<file path="config.mk">
export PLATFORM = sky130hd
export DESIGN_NAME = ordered_array_list
export DESIGN_NICKNAME = d
export VERILOG_FILES = /design/src/rtl/oal_pkg.sv /design/src/rtl/oal_mem.sv /design/src/rtl/oal_seq.sv /design/src/rtl/ordered_array_list.sv
export SDC_FILE = /design/constraint.sdc
export NUM_CORES = 2
export LEC_CHECK = 0
export BUFFER_PORTS_ARGS = -buffer_cell sky130_fd_sc_hd__buf_2
export CAP_MARGIN = 25
export CELL_PAD_IN_SITES_DETAIL_PLACEMENT = 0
export CELL_PAD_IN_SITES_GLOBAL_PLACEMENT = 1
export CORE_MARGIN = 3
export CORE_UTILIZATION = 54
export DETAILED_ROUTE_END_ITERATION = 16
export PLACE_DENSITY_LB_ADDON = 0.08
export RECOVER_POWER = 100
export SKIP_LAST_GASP = 1
export SYNTH_ARGS = -nofsm -noshare
export SYNTH_HDL_FRONTEND = slang
export SYNTH_HIERARCHICAL = 1
export SYNTH_SLANG_ARGS = --single-unit
export TNS_END_PERCENT = 20
</file>
<file path="constraint.sdc">
create_clock -name i_clk -period 9.6 [get_ports i_clk]
set_input_delay 0.96 -clock i_clk [delete_from_list [all_inputs] [get_ports i_clk]]
set_output_delay 0.96 -clock i_clk [all_outputs]
set_load 0.03 [all_outputs]
</file>
<file path="src/rtl/oal_pkg.sv">
// Package with the request and result types and operation codes of the ordered array list.
package oal_pkg;

    // Operation codes carried in the request opcode field.
    localparam logic [2:0] OP_INSERT = 3'd0;
    localparam logic [2:0] OP_DELETE = 3'd1;
    localparam logic [2:0] OP_UPDATE = 3'd2;
    localparam logic [2:0] OP_READ   = 3'd3;
    localparam logic [2:0] OP_FIND   = 3'd4;

    // Fixed field widths of the request and result transfers.
    localparam int unsigned POS_W   = 5;
    localparam int unsigned NAME_W  = 64;
    localparam int unsigned PAY_W   = 32;
    localparam int unsigned COUNT_W = 6;

    typedef struct packed {
        logic [2:0]        opcode;
        logic [POS_W-1:0]  position;
        logic              append;
        logic [NAME_W-1:0] entry_name;
        logic [PAY_W-1:0]  entry_payload;
    } t_req;

    typedef struct packed {
        logic               ok;
        logic               found;
        logic [POS_W-1:0]   found_position;
        logic [NAME_W-1:0]  read_name;
        logic [PAY_W-1:0]   read_payload;
        logic [COUNT_W-1:0] entry_count;
    } t_res;

endpackage

</file>
<file path="src/rtl/oal_mem.sv">
// Entry store: one write port and one read port with registered read data.
module oal_mem
    import oal_pkg::*;
#(
    parameter int unsigned DEPTH = 32,
    parameter int unsigned WIDTH = 96,
    parameter int unsigned AW    = 5
) (
    input  logic             i_clk,
    input  logic             i_we,
    input  logic [AW-1:0]    i_waddr,
    input  logic [WIDTH-1:0] i_wdata,
    input  logic             i_re,
    input  logic [AW-1:0]    i_raddr,
    output logic [WIDTH-1:0] o_rdata
);

    logic [WIDTH-1:0] r_mem [DEPTH];
    logic [WIDTH-1:0] r_rdata;

    // Write port.
    always_ff @(posedge i_clk) begin
        if (i_we) begin
            r_mem[i_waddr] <= i_wdata;
        end
    end

    // Read port, data registered and available in the cycle after the address.
    always_ff @(posedge i_clk) begin
        if (i_re) begin
            r_rdata <= r_mem[i_raddr];
        end
    end

    assign o_rdata = r_rdata;

endmodule

</file>
<file path="src/rtl/oal_seq.sv">
// Sequencer that runs each operation as read and write-back steps on the entry store.
module oal_seq
    import oal_pkg::*;
#(
    parameter int unsigned CAPACITY     = 32,
    parameter int unsigned NAME_BITS    = 64,
    parameter int unsigned PAYLOAD_BITS = 32,
    parameter int unsigned AW           = 5
) (
    input  logic                              i_clk,
    input  logic                              i_rst_n,
    input  logic                              i_start,
    input  t_req                              i_req,
    output logic                              o_busy,
    output logic                              o_done,
    output t_res                              o_res,
    output logic                              o_we,
    output logic [AW-1:0]                     o_waddr,
    output logic [NAME_BITS+PAYLOAD_BITS-1:0] o_wdata,
    output logic                              o_re,
    output logic [AW-1:0]                     o_raddr,
    input  logic [NAME_BITS+PAYLOAD_BITS-1:0] i_rdata
);

    localparam int unsigned CW = $clog2(CAPACITY + 1);
    localparam int unsigned XW = (CW > POS_W + 1) ? CW : POS_W + 1;
    localparam int unsigned EW = NAME_BITS + PAYLOAD_BITS;

    typedef enum logic [7:0] {
        S_IDLE     = 8'b0000_0001,
        S_INS_STEP = 8'b0000_0010,
        S_INS_WR   = 8'b0000_0100,
        S_DEL_STEP = 8'b0000_1000,
        S_DEL_WR   = 8'b0001_0000,
        S_RD_WAIT  = 8'b0010_0000,
        S_FIND_RD  = 8'b0100_0000,
        S_FIND_CMP = 8'b1000_0000
    } t_state;

    t_state                  r_state, n_state;
    logic [CW-1:0]           r_count, n_count;
    logic [AW-1:0]           r_idx, n_idx;
    logic [AW-1:0]           r_at, n_at;
    logic [NAME_BITS-1:0]    r_name, n_name;
    logic [PAYLOAD_BITS-1:0] r_pay, n_pay;

    logic [XW-1:0]           pos_x;
    logic [XW-1:0]           count_x;
    logic [XW-1:0]           at_x;
    logic                    pos_valid;
    logic [NAME_BITS-1:0]    rd_name;
    logic [PAYLOAD_BITS-1:0] rd_pay;
    logic                    idx_last;

    // Request position and count brought to a common width for the range checks.
    assign pos_x     = XW'(i_req.position);
    assign count_x   = XW'(r_count);
    assign at_x      = i_req.append ? count_x : pos_x;
    assign pos_valid = pos_x < count_x;
    assign rd_name   = i_rdata[EW-1:PAYLOAD_BITS];
    assign rd_pay    = i_rdata[PAYLOAD_BITS-1:0];
    assign idx_last  = (CW'(r_idx) + CW'(1)) == r_count;

    assign o_busy = r_state != S_IDLE;

    // Next-state logic: one store access per cycle, shifts take a read and a write per entry.
    always_comb begin
        n_state = r_state;
        n_count = r_count;
        n_idx   = r_idx;
        n_at    = r_at;
        n_name  = r_name;
        n_pay   = r_pay;
        o_done  = 1'b0;
        o_res   = '0;
        o_we    = 1'b0;
        o_waddr = r_idx;
        o_wdata = {r_name, r_pay};
        o_re    = 1'b0;
        o_raddr = r_idx;
        case (r_state)
            S_IDLE: begin
                if (i_start) begin
                    n_name = NAME_BITS'(i_req.entry_name);
                    n_pay  = PAYLOAD_BITS'(i_req.entry_payload);
                    case (i_req.opcode)
                        OP_INSERT: begin
                            if (count_x < XW'(CAPACITY) && at_x <= count_x) begin
                                n_at    = AW'(at_x);
                                n_idx   = AW'(count_x);
                                n_state = S_INS_STEP;
                            end else begin
                                o_done = 1'b1;
                            end
                        end
                        OP_DELETE: begin
                            if (pos_valid) begin
                                n_idx   = AW'(pos_x);
                                n_state = S_DEL_STEP;
                            end else begin
                                o_done = 1'b1;
                            end
                        end
                        OP_UPDATE: begin
                            o_done = 1'b1;
                            if (pos_valid) begin
                                o_we     = 1'b1;
                                o_waddr  = AW'(pos_x);
                                o_wdata  = {NAME_BITS'(i_req.entry_name),
                                            PAYLOAD_BITS'(i_req.entry_payload)};
                                o_res.ok = 1'b1;
                            end
                        end
                        OP_READ: begin
                            if (pos_valid) begin
                                o_re    = 1'b1;
                                o_raddr = AW'(pos_x);
                                n_state = S_RD_WAIT;
                            end else begin
                                o_done = 1'b1;
                            end
                        end
                        OP_FIND: begin
                            if (r_count != '0) begin
                                n_idx   = '0;
                                n_state = S_FIND_RD;
                            end else begin
                                o_done = 1'b1;
                            end
                        end
                        default: begin
                            o_done = 1'b1;
                        end
                    endcase
                end
            end
            S_INS_STEP: begin
                if (r_idx == r_at) begin
                    // The gap is open: place the new entry.
                    o_we     = 1'b1;
                    n_count  = r_count + CW'(1);
                    o_done   = 1'b1;
                    o_res.ok = 1'b1;
                    n_state  = S_IDLE;
                end else begin
                    o_re    = 1'b1;
                    o_raddr = r_idx - AW'(1);
                    n_state = S_INS_WR;
                end
            end
            S_INS_WR: begin
                o_we    = 1'b1;
                o_wdata = i_rdata;
                n_idx   = r_idx - AW'(1);
                n_state = S_INS_STEP;
            end
            S_DEL_STEP: begin
                if (idx_last) begin
                    n_count  = r_count - CW'(1);
                    o_done   = 1'b1;
                    o_res.ok = 1'b1;
                    n_state  = S_IDLE;
                end else begin
                    o_re    = 1'b1;
                    o_raddr = r_idx + AW'(1);
                    n_state = S_DEL_WR;
                end
            end
            S_DEL_WR: begin
                o_we    = 1'b1;
                o_wdata = i_rdata;
                n_idx   = r_idx + AW'(1);
                n_state = S_DEL_STEP;
            end
            S_RD_WAIT: begin
                o_done             = 1'b1;
                o_res.ok           = 1'b1;
                o_res.read_name    = NAME_W'(rd_name);
                o_res.read_payload = PAY_W'(rd_pay);
                n_state            = S_IDLE;
            end
            S_FIND_RD: begin
                o_re    = 1'b1;
                n_state = S_FIND_CMP;
            end
            S_FIND_CMP: begin
                if (rd_name == r_name) begin
                    o_done               = 1'b1;
                    o_res.ok             = 1'b1;
                    o_res.found          = 1'b1;
                    o_res.found_position = POS_W'(r_idx);
                    n_state              = S_IDLE;
                end else if (idx_last) begin
                    o_done  = 1'b1;
                    n_state = S_IDLE;
                end else begin
                    n_idx   = r_idx + AW'(1);
                    n_state = S_FIND_RD;
                end
            end
            default: begin
                n_state = S_IDLE;
            end
        endcase
        o_res.entry_count = COUNT_W'(n_count);
    end

    // Control registers.
    always_ff @(posedge i_clk) begin
        if (!i_rst_n) begin
            r_state <= S_IDLE;
            r_count <= '0;
        end else begin
            r_state <= n_state;
            r_count <= n_count;
        end
    end

    // Working registers of the operation in progress.
    always_ff @(posedge i_clk) begin
        r_idx  <= n_idx;
        r_at   <= n_at;
        r_name <= n_name;
        r_pay  <= n_pay;
    end

    // The list never holds more entries than the store has.
    a_count_bound: assert property (@(posedge i_clk) disable iff (!i_rst_n)
        r_count <= CW'(CAPACITY))
        else $error("entry count beyond capacity");

    // Read and write never meet at one address, so no forwarding is needed.
    a_no_overlap: assert property (@(posedge i_clk) disable iff (!i_rst_n)
        (o_we && o_re) |-> (o_waddr != o_raddr))
        else $error("store read and write collide");

    // The count only moves at the end of an operation.
    a_count_at_done: assert property (@(posedge i_clk) disable iff (!i_rst_n)
        !o_done |=> $stable(r_count))
        else $error("entry count changed mid-operation");

    // A shift write always follows the read that fetched its data.
    a_shift_order: assert property (@(posedge i_clk) disable iff (!i_rst_n)
        (r_state == S_INS_WR || r_state == S_DEL_WR) |->
        ($past(r_state) == S_INS_STEP || $past(r_state) == S_DEL_STEP))
        else $error("shift write without preceding read");

    // A match is always reported as a success.
    a_found_ok: assert property (@(posedge i_clk) disable iff (!i_rst_n)
        (o_done && o_res.found) |-> o_res.ok)
        else $error("found without ok");

endmodule

</file>
<file path="src/rtl/ordered_array_list.sv">
// Top level of the ordered array list: sequencer, entry store and result register.
//
// Usage: drive a request on i_req and raise start; the request transfer takes place
// at a rising edge where start is high and busy is low. Exactly one result per
// request appears on o_res for a single cycle, marked by o_valid; the receiver
// cannot hold it off, so it must take it in that cycle.
// How each operation runs from the accepting edge to the strobe of the result register:
//   update, and any rejected request: finished in the accepting cycle
//   read: one store read of position p, then the result
//   insert at position p into n entries: shifts entries p to n-1 up by one, then writes at p
//   delete at position p from n entries: shifts entries p+1 to n-1 down by one
//   find: reads and compares entries from position 0 to the first match or the last entry
// Each entry moved or compared costs a read and a write-back or compare step,
// set by the single-port-each-way entry store with its registered read data.
// busy falls as the last step finishes, so the next request may be accepted
// while the previous result is still on the outputs.
// Reset empties the list at once; stored entries keep stale contents, which
// are never visible because only positions below the count are read.
module ordered_array_list
    import oal_pkg::*;
#(
    parameter int unsigned CAPACITY     = 32,
    parameter int unsigned NAME_BITS    = 64,
    parameter int unsigned PAYLOAD_BITS = 32
) (
    input  logic i_clk,
    input  logic i_rst_n,
    input  logic start,
    output logic busy,
    input  t_req i_req,
    output logic o_valid,
    output t_res o_res
);

    localparam int unsigned AW = (CAPACITY > 1) ? $clog2(CAPACITY) : 1;
    localparam int unsigned EW = NAME_BITS + PAYLOAD_BITS;

    logic          seq_done;
    t_res          seq_res;
    logic          mem_we;
    logic [AW-1:0] mem_waddr;
    logic [EW-1:0] mem_wdata;
    logic          mem_re;
    logic [AW-1:0] mem_raddr;
    logic [EW-1:0] mem_rdata;
    logic          r_valid;
    t_res          r_res;

    // Operation sequencer.
    oal_seq #(
        .CAPACITY     (CAPACITY),
        .NAME_BITS    (NAME_BITS),
        .PAYLOAD_BITS (PAYLOAD_BITS),
        .AW           (AW)
    ) u_seq (
        .i_clk   (i_clk),
        .i_rst_n (i_rst_n),
        .i_start (start),
        .i_req   (i_req),
        .o_busy  (busy),
        .o_done  (seq_done),
        .o_res   (seq_res),
        .o_we    (mem_we),
        .o_waddr (mem_waddr),
        .o_wdata (mem_wdata),
        .o_re    (mem_re),
        .o_raddr (mem_raddr),
        .i_rdata (mem_rdata)
    );

    // Entry store holding name and payload side by side.
    oal_mem #(
        .DEPTH (CAPACITY),
        .WIDTH (EW),
        .AW    (AW)
    ) u_mem (
        .i_clk   (i_clk),
        .i_we    (mem_we),
        .i_waddr (mem_waddr),
        .i_wdata (mem_wdata),
        .i_re    (mem_re),
        .i_raddr (mem_raddr),
        .o_rdata (mem_rdata)
    );

    // Result register: holds each result transfer for exactly one cycle.
    always_ff @(posedge i_clk) begin
        if (!i_rst_n) begin
            r_valid <= 1'b0;
        end else begin
            r_valid <= seq_done;
        end
    end

    always_ff @(posedge i_clk) begin
        if (seq_done) begin
            r_res <= seq_res;
        end
    end

    assign o_valid = r_valid;
    assign o_res   = r_res;

endmodule
</file>
# Word level (Yosys, flattened, before mapping)
# Memory sizes are Yosys's and may differ from the RTL's. A register that Yosys moved wholly into a read port is not among the register bits.
# Index checks and enable logic that the tools add are counted.
dict set report word_totals {
  regBits 230
  latchBits 0
  ramBits 3072
  mem_bits_ro 0
  output_inout_bits 111
  wordCells 113
  mem_count 1
}
# name words word_bits read_ports rd_clocked_by_memory_dff wr line
set memory_table {}
lappend memory_table {u_mem.r_mem 32 96 1 1 1 oal_mem.sv:18} ;# logic [WIDTH-1:0] r_mem [DEPTH];
dict set report classes {
  add_sub_neg 5
  mul 0
  n_div 0
  n_lt_le_gt_ge 3
  n_eq_ne 24
  shifts 0
  mux 56
  bitwise_logic 0
  n_reduce_logical 11
}
# operator count
set op_table {}
lappend op_table {{$mux W96} 3}
lappend op_table {{$pmux W96 S2} 1}
lappend op_table {{$mux W5} 13}
lappend op_table {{$eq A64 B64 Y1} 1}
lappend op_table {{$pmux W8 S7} 1}
lappend op_table {{$mux W8} 5}
lappend op_table {{$pmux W8 S4} 1}
lappend op_table {{$pmux W5 S3} 2}
lappend op_table {{$mux W7} 3}
lappend op_table {{$pmux W5 S4} 1}
lappend op_table {{$mux W6} 3}
lappend op_table {{$mux W1} 16}
lappend op_table {{$ne A3 B2 Y1 const B} 4}
lappend op_table {{$pmux W6 S2} 1}
lappend op_table {{$reduce_and A6 Y1} 2}
lappend op_table {{$pmux W1 S5} 2}
lappend op_table {{$eq A8 B1 Y1 const B} 1}
lappend op_table {{$eq A8 B2 Y1 const B} 1}
lappend op_table {{$eq A8 B3 Y1 const B} 1}
lappend op_table {{$eq A8 B4 Y1 const B} 1}
lappend op_table {{$eq A8 B5 Y1 const B} 1}
lappend op_table {{$eq A8 B6 Y1 const B} 1}
lappend op_table {{$eq A8 B7 Y1 const B} 1}
lappend op_table {{$eq A8 B8 Y1 const B} 1}
lappend op_table {{27 further kinds} 32}

# Longest topological paths before layout
dict set report depth {
  ltp_word 7
  depth_mapped 17
  mapped_depth_nobuf 12
}

# Hierarchy
# Netlist, hierarchy kept.
# mod instances cells_per_inst area_each_um2 seq_area_each_um2
set modules_own_cells {}
lappend modules_own_cells {oal_mem 1 5604 119453.3 95131.2}
lappend modules_own_cells {oal_seq 1 956 8500.7 3463.3}
lappend modules_own_cells {ordered_array_list 1 111 3299.4 3293.2}

# Worst setup path before layout
# No wires, ideal clock.
dict set report synth_timing {
  path_kind {input to register}
  start {input i_req[101] (netlist name)}
  end {memory u_mem.r_mem[19][0] (enable)}
  arrival_time_ps 7515
  required_ps 9048
  slack_ps 1533
  path_stages 11
  path_cell_list {ha_1 -> a21oi_1 -> a21oi_1 -> a21o_1 -> nor3_1 -> clkbuf_1 -> clkbuf_1 -> nand2_1 -> o21ai_0 -> or3b_2 -> nor2_1}
}
# item line
set synth_rtl {}
lappend synth_rtl {{start: declaration} ordered_array_list.sv:30} ;# input t_req i_req,
lappend synth_rtl {{$lt A5 B6 Y1} oal_seq.sv:59} ;# assign pos_valid = pos_x < count_x;
lappend synth_rtl {{$mux W5 *} oal_seq.sv:106} ;# if (pos_valid) begin
lappend synth_rtl {{$mux W5 *} oal_seq.sv:86} ;# case (i_req.opcode)
lappend synth_rtl {{$mux W5 *} oal_seq.sv:83} ;# if (i_start) begin
lappend synth_rtl {{$mux W5 *} oal_seq.sv:81} ;# case (r_state)
lappend synth_rtl {{via mem_waddr[4]} ordered_array_list.sv:41} ;# logic [AW-1:0] mem_waddr;
lappend synth_rtl {{end: declaration} oal_mem.sv:18}
# The timed path passes the listed nets; every way through them passes the cells marked *.

# Worst setup path after layout
dict set report layout_timing {
  start {register u_seq.r_state[4]}
  end {memory u_mem.r_mem[21][66] (enable)}
}
dict set report layout_via {
  elab_chain_cells 5
}
# item line
set layout_lines {}
lappend layout_lines {{start: declaration} oal_seq.sv:40} ;# t_state r_state, n_state;
lappend layout_lines {{start signal: assignment} oal_seq.sv:214} ;# r_state <= n_state;
lappend layout_lines {{$eq A8 B3 Y1 / $eq A8 B5 Y1 (equally long branches)} oal_seq.sv:81}
lappend layout_lines {{$reduce_or A2 Y1 (no line)} --}
lappend layout_lines {{$pmux W1 S3 *} oal_seq.sv:81}
lappend layout_lines {{via mem_we} ordered_array_list.sv:40} ;# logic mem_we;
lappend layout_lines {{$mux W1 *} oal_mem.sv:23} ;# if (i_we) begin
lappend layout_lines {{$mux W1 (implied by the code) *} oal_mem.sv:24} ;# r_mem[i_waddr] <= i_wdata;
# Marks and branches as above.

==> summary.md <==
| Metric | Value |
|---|---|
| Status | `finished with violations` |
| Failing checks | `max-capacitance violations, max-slew violations` |
| Largest net degree at the start of global routing | `134` |
| Number of core rows | `180` |
| Ys async rst share | `0%` |
| Synth Instances | `6671` |
| Nets@finish | `7145` |
| Die area | `between 200000 and 250000 µm²` |
| Worst-Margin Slew | `4.26 ns` |
| Slowest stage delay, CP | `1.80 ns` |
| Detailed Place HPWL | `185000 µm` |
| Grt total ovfl | `0` |
| Warnings, synthesis | `6` |
| Hold EP | `u_seq/r_name[41]$_DFFE_PP_` |
| Hold Crit Depth | `1` |
| Sequential share of the synthesized area | `77.6%` |
| Reg2reg end | `u_mem/r_mem[21][66]$_DFFE_PP_` |
| CTS clk-pin slew, worst paths | `roughly 0.060 ns` |
| Hold Crit Start | `i_req[73]` |
| Peak supply drop | `0.158 mV` |
| RSZ-0062 raised after global routing | `no` |
| Final setup margin | `1.88 ns` |
| Commonest non-fill, non-tap cells in the layout | `edfxtp_1 (3383), mux2i_1 (772), a22oi_1 (610)` |
| PwrDens | `roughly 220 nW/µm²` |
| Clock buffer depth | `4` |
| CP Cell Sequence | `nor4_1 -> nand4b_1 -> nand2_1 -> a21oi_1 -> nand2_1 -> nand3b_1 -> nor2_4 -> clkbuf_1 -> clkbuf_2` |
| Drt initial violations | `8669` |
| Die H | `499 µm` |
| Number of max-cap violations | `54` |
| Routability cong. | `between 0.8 and 0.9` |
| Clock Latency Late Sink | `between 0.9 and 1 ns` |
| Fin area | `146000 µm²` |
| Total GRT Usage | `roughly 30%` |
| Distinct cells, synth | `76` |
| Mapped Area | `roughly 130000 µm²` |
| Avg Synthesized Cell Area | `19.7 µm²` |
| Crit path launch | `u_seq/r_state[4]$_SDFFE_PN0P_` |
| Final setup fails | `0` |
| Reg2reg setup slack | `1.88 ns` |
| Worst reg2reg path depth | `9` |
| H-tree depth | `5` |
| # hold bufs at CTS | `0` |
| Max Clock Freq | `130 MHz` |
| Vias in the first global route | `roughly 68000` |
| Initial antenna violation count | `13` |
| Starting density of the core | `about 54%` |
| Area Overhead vs Synth | `11.6%` |
| P_leak | `47.4 nW` |
| Final ANT Viol Nets | `0` |
| Vias per cell | `approximately 6.7` |
| Worst Path Required | `10.14 ns` |
| Postcts setup bufs | `0` |
| Ys flop type | `edfxtp_1` |
| Skew final | `0.0444 ns` |
| Final Hold Fails | `0` |
| CP most frequent cell | `nand2_1` |
| CP max stage cell | `clkbuf_1` |
| FF-to-FF Start | `u_seq/r_state[4]$_SDFFE_PN0P_` |
| CTS buffer count | `354` |
| CP endpoint kind | `register` |
| CTS-repair resized insts | `0` |
| Synth area leader | `edfxtp_1` |
| Placed cell area | `roughly 140000 µm²` |
| Yosys top cell area share | `between 70% and 80%` |
| Via Count | `roughly 70000` |
| CP arrival | `8.25 ns` |
| Yosys reg bits | `3398` |
| Fraction of layout cells with a size suffix above 1 | `13.9%` |
| Commonest non-fill, non-tap cell in the layout | `edfxtp_1` |
| TritonCTS clock tree | `done` |
| Tcrit/Tclk final | `80.4%` |
| Fill count | `17282` |
| Global-route wire length before repair | `521000 µm` |
| Place WS | `3.59 ns` |
| Max FO, Critical Path | `27` |
| Root Driver | `clkbuf_16` |
| Post-synth EDFFs | `3383` |
| Slew Limit Fails | `1660` |
| Post-Syn Nets | `6792` |
| Clock sink total | `3398` |
| Hold Path Class | `input pin to register` |
| Clock period minus worst slack | `about 7.7 ns` |
| Routed length per instance | `roughly 36 µm` |
| Setup TNS | `0 ns` |
| Worst hold slack | `0.204 ns` |
| Number of port buffers | `around 220` |
| DRC violations left | `0` |
| Routed WL | `approximately 370000 µm` |
| Crit path launch type | `register` |
| I/O Pins | `219` |
| Relative slew margins | `-184%` |
| Crit Path Category | `register to register` |
| Core Region | `between 200000 and 250000 µm²` |
| Synth area leaders | `edfxtp_1 (77%), mux4_2 (6.6%), mux2i_1 (5.9%), a22oi_1 (3.5%), nand3_1 (0.80%)` |
| Die Span X | `~500 µm` |
| Pre-antenna DRT Iters | `6` |
-- critical path: cells and delay by family, from the launching register on --
| kind | cells | cell delay [ns] |
|---|---|---|
| DFF | 1 | 0.37 |
| and+or+nand+nor | 6 | 3.60 |
| AOI/OAI and AO/OA | 1 | 0.18 |
| buffers and inverters | 2 | 3.04 |
-- metal layers --
layer	vias up	part of all wire (%)	GRT usage (%)
li1	28183	-	-
met1	37403	41	44.2
met2	3600	47	46.4
met3	541	9.1	5.02
met4	6	2.7	7.60
met5	-	0.011	0
-- through the flow --
step                util [%]  power, mW  cells
finish                  60.7       31.8  10456
global route            60.7       32.7  10455
CTS                     61.0       32.0  10430
detailed placement      56.6       19.3   9830
global placement        56.6       19.3   9827
floorplan                  -       18.5   6671
-- cell usage after synthesis (7+ instances only) --
cell	n
nor3_1	20
or3_1	8
nor2_1	65
a211oi_1	11
buf_1	7
dfxtp_1	15
nand2_1	233
mux2_2	8
nand3b_1	7
ha_1	13
mux4_2	385
a21oi_1	24
buf_2	150
nand3_1	211
a22o_1	50
xnor2_1	78
a31oi_1	56
and2_1	113
nand4_1	69
nor2b_1	20
nand2b_1	7
o21ai_0	18
mux2i_1	772
clkbuf_1	181
edfxtp_1	3383
a22oi_1	610
buf_4	37
inv_1	20
-- state kept, by name, indices dropped and copies added (netlist names) --
signal	flops
u_mem/r_mem	3072
o_res	109
u_mem/o_rdata	96
u_seq/r_name	64
u_seq/r_pay	32
u_seq/r_state	8
u_seq/count_x	6
u_seq/r_at	5
u_seq/r_idx	5
o_valid	1
-- worst max path at each step --
stage,to,slack [ns],depth (start not counted)
after floorplan,u_mem/r_mem[19][0]$_DFFE_PP_,1.53,11
after global placement,u_mem/r_mem[23][55]$_DFFE_PP_,3.56,12
after detailed placement,u_mem/o_rdata[9]$_DFFE_PP_,3.59,15
after CTS,u_mem/o_rdata[20]$_DFFE_PP_,3.59,15
after global routing,u_mem/r_mem[11][55]$_DFFE_PP_,1.60,8
final,u_mem/r_mem[21][66]$_DFFE_PP_,1.88,9
-- power breakdown --
| part | leakage, nW | internal [mW] | total [mW] | switching, mW |
|---|---|---|---|---|
| logic | 11.5 | 0.701 | 2.25 | 1.55 |
| registers | 30.7 | 16.7 | 16.7 | 0.0606 |
| clock network | 5.17 | 7.37 | 12.8 | 5.41 |
| total | 47.4 | 24.8 | 31.8 | 7.01 |
-- cells by family (layout without fill, tap and decap cells) --
kind of cell,count (synthesis),after routing,synth area share (%)
AOI/OAI and AO/OA,818,818,4.65
buffers and inverters,403,1000,1.44
adders and majority gates,13,13,0.124
muxes,1165,1165,12.6
xor gates and xnor gates,83,83,0.554
other,0,3,0
DFF,3398,3398,77.6
and+or+nand+nor,791,791,3.05
-- cell type report --
| class | instances | area [µm²] | area share (%) |
|---|---|---|---|
| Multi-Input combinational cell | 2870 | 27600 | 18.9 |
| Clock buffer | 443 | 9300 | 6.35 |
| Timing Repair Buffer | 380 | 2310 | 1.58 |
| Antenna cell | 3 | 7.51 | 0.00513 |
| Inverter | 20 | 76.3 | 0.0521 |
| Sequential cell | 3398 | 102000 | 69.6 |
| Tap cell | 3185 | 3990 | 2.72 |
| Clock inverter | 157 | 1270 | 0.869 |
Note: power is estimated with default switching activity, not from simulation.
